File: src/design/wgm_pkg.sv
package wgm_pkg;

	// Longest pattern the position chain can track.
	localparam int PATTERN_MAX = 16;

	// Pattern bytes that the two character registers hold.
	localparam int STORED_BYTES = 16;

	// Longest pattern in effect once the length register is saturated.
	localparam int LEN_CAP = (PATTERN_MAX < STORED_BYTES) ? PATTERN_MAX : STORED_BYTES;

	// Width of a position index, 0 up to PATTERN_MAX inclusive.
	localparam int LEN_W = $clog2(PATTERN_MAX + 1);

	// Width of the pattern length register.
	localparam int CFG_LEN_W = 5;

	// Wildcard bytes.
	localparam logic [7:0] CHAR_STAR = 8'h2A;
	localparam logic [7:0] CHAR_ANY  = 8'h3F;

	// Configuration register indexes.
	localparam logic [1:0] CFG_PAT_LOW  = 2'd0;
	localparam logic [1:0] CFG_PAT_HIGH = 2'd1;
	localparam logic [1:0] CFG_PAT_LEN  = 2'd2;

	// One request on the text channel.
	typedef struct packed {
		logic [7:0] text_byte;
		logic       is_last;
	} text_req_t;

	// One result on the verdict channel.
	typedef struct packed {
		logic matches_here;
		logic was_last;
	} result_t;

	// Controls broadcast to every cell of the position chain.
	typedef struct packed {
		logic       step;
		logic       load;
		logic [7:0] text_byte;
	} cell_ctrl_t;

	// Signals one cell hands to its right-hand neighbor.
	typedef struct packed {
		logic adv;
		logic clos;
		logic start;
	} link_t;

endpackage

File: src/design/wildcard_glob_matcher_unit.sv
// Channel  | Direction | Handshake                  | Payload
// text     | in        | text_valid / text_ready    | text_req_t: text_byte, is_last
// result   | out       | result_valid / result_ready| result_t: matches_here, was_last
// cfg      | in        | cfg_valid / cfg_ready      | cfg_index (2 bits), cfg_data (64 bits)
//
// One text byte is taken per cycle while text_ready is high; its verdict is registered.
// The clock period is set by the star-closure ripple through the chain of position cells.
// A two-entry output buffer lets requests continue while a result waits to be taken.
// text_ready is low in the cycle after reset and after each register write, while
// the start set of the pattern is loaded into the cells.
// cfg_ready is always high; writes to an unknown index are dropped.
module wildcard_glob_matcher_unit import wgm_pkg::*; (
	input  logic        clk,
	input  logic        arst_n,
	input  logic        text_valid,
	output logic        text_ready,
	input  text_req_t   text,
	output logic        result_valid,
	input  logic        result_ready,
	output result_t     result,
	input  logic        cfg_valid,
	output logic        cfg_ready,
	input  logic [1:0]  cfg_index,
	input  logic [63:0] cfg_data
);

	logic [63:0]                pat_low_q;
	logic [63:0]                pat_high_q;
	logic [CFG_LEN_W-1:0]       pat_len_q;
	logic                       settle_q;
	logic [STORED_BYTES*8-1:0]  pat_bytes;
	logic [LEN_W-1:0]           len_eff;
	logic                       cfg_fire;
	logic                       cfg_known;
	logic                       text_fire;
	logic                       skid_ready;
	cell_ctrl_t                 ctrl;
	result_t                    verdict;
	logic [7:0]                 cell_byte [0:PATTERN_MAX];
	logic [PATTERN_MAX:0]       cell_in_range;
	logic [PATTERN_MAX:0]       next_vec;
	logic [PATTERN_MAX:0]       active_vec;
	link_t                      links [0:PATTERN_MAX];

	// Configuration registers.
	assign cfg_ready = 1'b1;
	assign cfg_fire  = cfg_valid && cfg_ready;

	always_comb begin
		case (cfg_index)
			CFG_PAT_LOW, CFG_PAT_HIGH, CFG_PAT_LEN: cfg_known = 1'b1;
			default:                                 cfg_known = 1'b0;
		endcase
	end

	always_ff @(posedge clk or negedge arst_n) begin
		if (!arst_n) begin
			pat_low_q  <= '0;
			pat_high_q <= '0;
			pat_len_q  <= '0;
		end else if (cfg_fire) begin
			case (cfg_index)
				CFG_PAT_LOW:  pat_low_q  <= cfg_data;
				CFG_PAT_HIGH: pat_high_q <= cfg_data;
				CFG_PAT_LEN:  pat_len_q  <= cfg_data[CFG_LEN_W-1:0];
				default:      pat_len_q  <= pat_len_q;
			endcase
		end
	end

	// The settle flag, set by reset or a write to a known register, loads the new start set.
	always_ff @(posedge clk or negedge arst_n) begin
		if (!arst_n) begin
			settle_q <= 1'b1;
		end else begin
			settle_q <= cfg_fire && cfg_known;
		end
	end

	// Saturate the pattern length.
	always_comb begin
		if (pat_len_q > CFG_LEN_W'(LEN_CAP)) begin
			len_eff = LEN_W'(LEN_CAP);
		end else begin
			len_eff = LEN_W'(pat_len_q);
		end
	end

	assign pat_bytes = {pat_high_q, pat_low_q};

	// Text handshake and broadcast controls.
	assign text_ready = skid_ready && !settle_q;
	assign text_fire  = text_valid && text_ready;

	always_comb begin
		ctrl.step      = text_fire && !text.is_last;
		ctrl.load      = settle_q || (text_fire && text.is_last);
		ctrl.text_byte = text.text_byte;
	end

	// Head of the chain: position zero is always in the start set.
	always_comb begin
		links[0].adv   = 1'b0;
		links[0].clos  = 1'b0;
		links[0].start = 1'b1;
	end

	// Chain of position cells.
	for (genvar j = 0; j <= PATTERN_MAX; j++) begin : g_cell
		if (j < STORED_BYTES) begin : g_byte
			assign cell_byte[j] = pat_bytes[8*j +: 8];
		end else begin : g_pad
			assign cell_byte[j] = 8'h00;
		end

		assign cell_in_range[j] = (len_eff > LEN_W'(j));

		if (j < PATTERN_MAX) begin : g_mid
			wgm_cell u_cell (
				.clk      (clk),
				.arst_n   (arst_n),
				.pat_byte (cell_byte[j]),
				.in_range (cell_in_range[j]),
				.ctrl     (ctrl),
				.link_in  (links[j]),
				.link_out (links[j+1]),
				.next_bit (next_vec[j]),
				.active   (active_vec[j])
			);
		end else begin : g_tail
			wgm_cell u_cell (
				.clk      (clk),
				.arst_n   (arst_n),
				.pat_byte (cell_byte[j]),
				.in_range (cell_in_range[j]),
				.ctrl     (ctrl),
				.link_in  (links[j]),
				.link_out (),
				.next_bit (next_vec[j]),
				.active   (active_vec[j])
			);
		end
	end

	// Verdict: the position at the pattern end is live after this byte.
	always_comb begin
		verdict.matches_here = next_vec[len_eff];
		verdict.was_last     = text.is_last;
	end

	wgm_out_skid u_out (
		.clk       (clk),
		.arst_n    (arst_n),
		.in_valid  (text_fire),
		.in_ready  (skid_ready),
		.in_data   (verdict),
		.out_valid (result_valid),
		.out_ready (result_ready),
		.out_data  (result)
	);

	// Every accepted request yields a pending result on the next cycle.
	a_result_follows: assert property (@(posedge clk) disable iff (!arst_n)
		text_fire |=> result_valid)
		else $error("accepted text byte left no pending result");

	// A register write blocks text for the following cycle.
	a_cfg_settle: assert property (@(posedge clk) disable iff (!arst_n)
		(cfg_fire && cfg_known) |=> !text_ready)
		else $error("text accepted before start set was reloaded");

	// Loading the start set always activates position zero.
	a_start_head: assert property (@(posedge clk) disable iff (!arst_n)
		ctrl.load |=> active_vec[0])
		else $error("position zero missing after start set load");

endmodule

File: src/design/wgm_cell.sv
module wgm_cell import wgm_pkg::*; (
	input  logic       clk,
	input  logic       arst_n,
	input  logic [7:0] pat_byte,
	input  logic       in_range,
	input  cell_ctrl_t ctrl,
	input  link_t      link_in,
	output link_t      link_out,
	output logic       next_bit,
	output logic       active
);

	logic active_q;
	logic is_star;
	logic lit_ok;
	logic stay;

	// Classify this pattern byte against the incoming text byte.
	assign is_star = in_range && (pat_byte == CHAR_STAR);
	assign lit_ok  = in_range && !is_star &&
		((pat_byte == CHAR_ANY) || (pat_byte == ctrl.text_byte));

	// A live star keeps its own position; the left neighbor may advance into it.
	assign stay     = active_q && is_star;
	assign next_bit = stay || link_in.adv || link_in.clos;

	// Hand advance, star closure and start set to the next position.
	always_comb begin
		link_out.adv   = active_q && lit_ok;
		link_out.clos  = next_bit && is_star;
		link_out.start = link_in.start && is_star;
	end

	// Position bit: load the start set, or take the stepped value.
	always_ff @(posedge clk or negedge arst_n) begin
		if (!arst_n) begin
			active_q <= 1'b0;
		end else if (ctrl.load) begin
			active_q <= link_in.start;
		end else if (ctrl.step) begin
			active_q <= next_bit;
		end
	end

	assign active = active_q;

endmodule

File: src/design/wgm_out_skid.sv
module wgm_out_skid import wgm_pkg::*; (
	input  logic    clk,
	input  logic    arst_n,
	input  logic    in_valid,
	output logic    in_ready,
	input  result_t in_data,
	output logic    out_valid,
	input  logic    out_ready,
	output result_t out_data
);

	logic    out_valid_q;
	result_t out_q;
	logic    skid_valid_q;
	result_t skid_q;
	logic    in_fire;
	logic    out_free;

	// Upstream sees only the skid slot, so no path runs from out_ready.
	assign in_ready = !skid_valid_q;
	assign in_fire  = in_valid && !skid_valid_q;
	assign out_free = !out_valid_q || out_ready;

	// Control: output slot refills from the skid slot first.
	always_ff @(posedge clk or negedge arst_n) begin
		if (!arst_n) begin
			out_valid_q  <= 1'b0;
			skid_valid_q <= 1'b0;
		end else if (out_free) begin
			out_valid_q  <= skid_valid_q || in_fire;
			skid_valid_q <= 1'b0;
		end else if (in_fire) begin
			skid_valid_q <= 1'b1;
		end
	end

	// Payload registers.
	always_ff @(posedge clk) begin
		if (out_free) begin
			out_q <= skid_valid_q ? skid_q : in_data;
		end else if (in_fire) begin
			skid_q <= in_data;
		end
	end

	assign out_valid = out_valid_q;
	assign out_data  = out_q;

endmodule

File: config.mk
export PLATFORM = sky130hd
export DESIGN_NAME = wildcard_glob_matcher_unit
export DESIGN_NICKNAME = d
export VERILOG_FILES = /design/src/design/wgm_pkg.sv /design/src/design/wildcard_glob_matcher_unit.sv /design/src/design/wgm_cell.sv /design/src/design/wgm_out_skid.sv
export SDC_FILE = /design/constraint.sdc
export NUM_CORES = 1
export LEC_CHECK = 0
export ABC_AREA = 1
export BUFFER_PORTS_ARGS = -buffer_cell sky130_fd_sc_hd__buf_2
export CAP_MARGIN = 40
export CORE_ASPECT_RATIO = 0.7
export CORE_MARGIN = 3
export CORE_UTILIZATION = 65
export CTS_CLUSTER_DIAMETER = 60
export DETAILED_ROUTE_END_ITERATION = 10
export PLACE_DENSITY_LB_ADDON = 0.15
export SYNTH_ARGS = -nofsm -noshare
export SYNTH_HDL_FRONTEND = slang
export SYNTH_SLANG_ARGS = --single-unit
File: constraint.sdc
create_clock -name clk -period 5.3 [get_ports clk]
set_input_delay 0.53 -clock clk [delete_from_list [all_inputs] [get_ports clk]]
set_output_delay 0.53 -clock clk [all_outputs]
set_load 0.02 [all_outputs]
# --- Word-level counts from Yosys, hierarchy flattened ---
# Cells that the tools add are included.
op_classes:
  n_addsub: 0
  mul: 0
  div: 0
  order_cmp: 18
  eq_ne: 50
  shift: 0
  n_mux: 39
  bitwise_logic: 1
  n_reduce_logical: 194
op_table:
  columns: ["operator", "n"]
  rows:
  - ["$eq A8 B6 Y1 const B", 32]
  - ["$eq A8 B8 Y1", 16]
  - ["$logic_and A1 B1 Y1", 116]
  - ["$logic_or A1 B1 Y1", 50]
  - ["$gt A5 B4 Y1 const B", 8]
  - ["$mux W1", 36]
  - ["$gt A5 B3 Y1 const B", 4]
  - ["$logic_not A1 Y1", 20]
  - ["$gt A5 B1 Y1 const B", 2]
  - ["$gt A5 B2 Y1 const B", 2]
  - ["$reduce_and A2 Y1", 4]
  - ["$lt A5 B6 Y1 const B", 1]
  - ["$bmux W1 S5", 1]
  - ["$gt A5 B5 Y1 const B", 1]
  - ["$mux W5", 1]
  - ["$reduce_bool A2 Y1", 2]
  - ["$reduce_or A3 Y1", 1]
  - ["$eq A2 B1 Y1 const B", 1]
  - ["$eq A2 B2 Y1 const B", 1]
  - ["$logic_not A2 Y1", 1]
  - ["$mux W2", 1]
  - ["$not A1 Y1", 1]
totals:
  register_bits: 156
  latchBits: 0
  mem_bits_rw: 0
  romBits: 0
  out_inout_bits: 5
  word_cells: 328
  n_memories: 0

# --- Longest topological paths before layout ---
depth:
  ltp_word: 43
  depth_mapped: 42

# --- Modules after synthesis ---
# From an unflattened synthesis, not the netlist that was laid out.
unflattened:
  cells_unflattened: 1715
  area_unflattened_um2: 11070.6
by_module_without_submodules:
  columns: ["mod", "instances", "cells_per_inst", "area_each_um2", "seq_area_each_um2"]
  rows:
  - ["wildcard_glob_matcher_unit", 1, 590, 5466.5, 3354.5]
  - ["wgm_cell", 17, 65, 316.6, 25.0]
  - ["wgm_out_skid", 1, 20, 222.7, 170.2]

# --- Least setup slack after synthesis ---
# No wires, ideal clock.
synth_timing:
  path_kind: "input-to-reg"
  from: "input port text[6] in the netlist's numbering"
  to: "register u_out.out_q, in the netlist u_out.out_data[1] (data pin)"
  setup_ns: 0.254
  arrival_time_ns: 3.110
  required_time_ns: 5.046
  path_slack_ns: 1.936
  stages: 42
  cell_sequence: "buf_2 inv_1 nand2_1 nand2_1 nand2_1 nor2_1 nand2_1 nand2_1 nand2_1 nand3_2 nand2_1 nand2_1 nand2_1 nand2_2 nand2_2 nand2_2 nand2_2 nand2_2 [... 6 more ...] nand2_2 nand2_2 nand2_2 nand2_2 nand2_2 nand2_2 nand2_2 nand2_2 nand2_2 nand2_2 nand2_2 nand2_2 nand2_1 nand2_1 nand2_1 nand3_2 nor2_2 nor2_2"
synth_rtl:
  columns: ["item", "line_no", "source"]
  rows:
  - ["start, declared", "wildcard_glob_matcher_unit.sv:17", "input text_req_t text,"]
  - ["end signal, assigned", "wgm_out_skid.sv:40", "out_q <= skid_valid_q ? skid_q : in_data;"]
  - ["end, declared", "wgm_out_skid.sv:13", "result_t out_q;"]

==> results.cfg <==
[run_status]
status = finished clean

[clock_network]
worstSkewPairLatency_ns = 0.43
root_buffer = clkbuf_16
cts_resized = 0
clk_pin_slew_worst_paths_ns = 0.07
cts.sinks = 156
htree_levels = 4
cts_tree = yes
cts_buffer_depth = 2
cts_made_buffers = 17

[worst_setup_path]
reg2reg_depth = 40
cp_slowest_cell = inv_1
cp.arrival_ns = 4.01
r2r_slack_ns = 1.54
start_kind = input port
crit_path_frequent_cell = nand2_2
worst-setup-path-type = in2reg
reg2reg_from = pat_len_q[4]
cpPeakStageDelay_ns = 0.38
end_kind = flip-flop
cp.required_ns = 5.48
critPathMaxFanout = 16
regToRegEndpoint = u_out.out_data[1]

[global_route]
grt_max_degree = 89
grt_pass1_vias = 8090
antenna_found_initial = 0
grt_util_all_layers_pct = 33.8
overflow = 0
grt_pass1_wl_mm = 42.0

[sta]
worstMarginPinSlew_ns = 0.848
fin_hold_ws_ns = 0.300
setup_viol = 0
min_period_over_period_pct = 72.1
fmax_mhz = 262
tns_ns = 0
hold_viol = 0
slew_viol_final = 0
max-slew-margin-rel_pct = 42.9
min_period_ns = 3.82
finClkSkew_ns = 0.00769
rsz0062_at_grt = no

[layout]
nFillCells = 1043
drive_above_1_share_pct = 15.8
final_cell_area_mm2 = 0.0104
final_common_cell = nand2_1
antenna_cells = 0
stdcell_count = 1518
nets = 1400
mostFrequentLayoutCells = nand2_1, inv_1, dfrtp_1
areaGrowthSynthToFinish_pct = 12.6

[drt]
drc = 0
drtAntennaViolNets = 0
wl_per_cell_um = 17.0
drt-total-wl_mm = 25.8
firstDrtPassIters = 7
via_per_inst = 5.78
drtIter0Drc = 906
vias = 8775

[logic_synthesis]
synth-edff-count = 4
synth_top_area_share_pct = 40.8
yosys_most_used_dff = dfrtp_1
async_reset_ff_share_pct = 97.4
yosys.area.top_type = dfrtp_1
synthesis.area_mm2 = 0.00925
syn_nets = 1337
synth_area_leaders = dfrtp_1, nand2_1, o21ai_0
synth_warnings = 0
yosysUniqueCellTypes = 48
ys_ff_latch = 156
yosysSeqAreaShare_pct = 42.4
syn_avg_cell_area_um2 = 7.36
synthCells = 1257

[die]
fp-row-count = 35
die_height_um = 106
pin_count = 85
core_area_mm2 = 0.0135
die_area_mm2 = 0.0157
die_x_um = 149
start_util_pct = 68.4

[job]
cap_viol_max_count = 0

[power]
ir_worst_vdd_v = 0.000190
powerDensity_mw_per_mm2 = 339
power.leakage_nw = 5.07

[placed_design]
dp_cells = 1485
placed_area_mm2 = 0.00983
port_buffers = 83
gp_congestion = 1.00
dpl.hpwl_mm = 18.7

[hold_path]
whs_endpoint = settle_q
min_from = cfg_index[0]
hold_path.class = in2reg
whs_path_depth = 2
==> worst max path at each step <==
stage / startpoint / end / cells past startpoint
after floorplan: text[6] / u_out.out_data[1] / 42
after global placement: text[1] / u_out.out_data[1] / 37
after detailed placement: text[1] / u_out.out_data[1] / 37
after CTS: text[1] / u_out.out_data[1] / 37
after global routing: pat_len_q[4] / u_out.out_data[1] / 40
final: text[1] / u_out.out_data[1] / 37
==> routing by layer <==
metal,global-route usage [%],wire [µm],vias to the layer above
li1,-,-,4171
met1,53.2,11700,4049
met2,46.5,10400,502
met3,8.55,3180,53
met4,8.44,525,0
met5,0,0,-
==> registers in the layout (all words and copies together) (netlist names) <==
signal and count:
pat_high_q 64, u_out.skid_q 2, settle_q 1, u_out.skid_valid_q 1
u_out.out_valid 1, pat_len_q 5, pat_low_q 64, u_out.out_data 2
g_cell.g_mid.u_cell.active 16
==> stage by stage <==
step           power [W]  util, %  worst slack [ns]
2_1_floorplan    0.00204        -              1.94
3_3_place_gp     0.00227     71.9              1.23
3_5_place_dp     0.00230     72.7              1.13
4_1_cts          0.00352     77.0              1.57
5_1_grt          0.00371     77.0              1.17
6_report         0.00353     77.0              1.48
==> cell families after synthesis <==
kind of cell / count (synthesis) / synth area share, %
other cells: 1 / 0.0405
xor+xnor: 56 / 5.30
simple gates: 618 / 30.0
flops: 156 / 42.4
compound gates: 203 / 12.9
buf+inv: 223 / 9.34
==> cell type report <==
cell class              count  area (µm²)  share of cell area (%)
multi-input cells         878        4480                    43.0
flip-flops and latches    156        3930                    37.7
inverters                 175         662                    6.35
repair buffers             92         546                    5.23
clock buffers              18         429                    4.12
well taps                 185         231                    2.22
clock inverters            14         149                    1.43
==> synthesized netlist by cell type (2+ instances only) <==
cell and number:
xnor2_1 52, o211ai_1 4, nand2_4 5, xor2_1 4, or2_1 2, buf_2 9, nand3b_1 3, a32oi_1 3
inv_2 6, inv_1 165, nor2_2 7, o41ai_1 5, o221ai_1 8, nand3_1 35, or3_1 2, nor4_1 10
nand2_1 348, nand3_2 2, nor3_1 12, or2_2 35, buf_4 3, o21ai_1 2, edfxtp_1 4, clkinv_1 2
a22oi_1 9, nand4_1 43, nand2_2 25, a221oi_1 3, a21oi_1 9, a41oi_1 2, dfrtp_1 151, clkbuf_1 36
o2111ai_1 7, o32ai_1 5, inv_4 2, o21ai_0 140, nor2_1 86
==> what timing repair did <==
action,4_1_cts,5_1_grt
hold endpoints to repair,10,0
hold buffers,1,0
buffers inserted,0,0
==> critical path, delay by kind of cell <==
kind / cells / cell delay, ns
buf+inv: 2 / 0.70
compound gates: 2 / 0.24
simple gates: 33 / 2.51
==> report_power, final <==
part	switching [W]	total, W	internal (W)
clock	0.000557	0.00122	0.000668
combinational	0.000422	0.000702	0.000280
sequential	0.000242	0.00161	0.00137
Note: power is estimated with default switching activity, not from simulation.
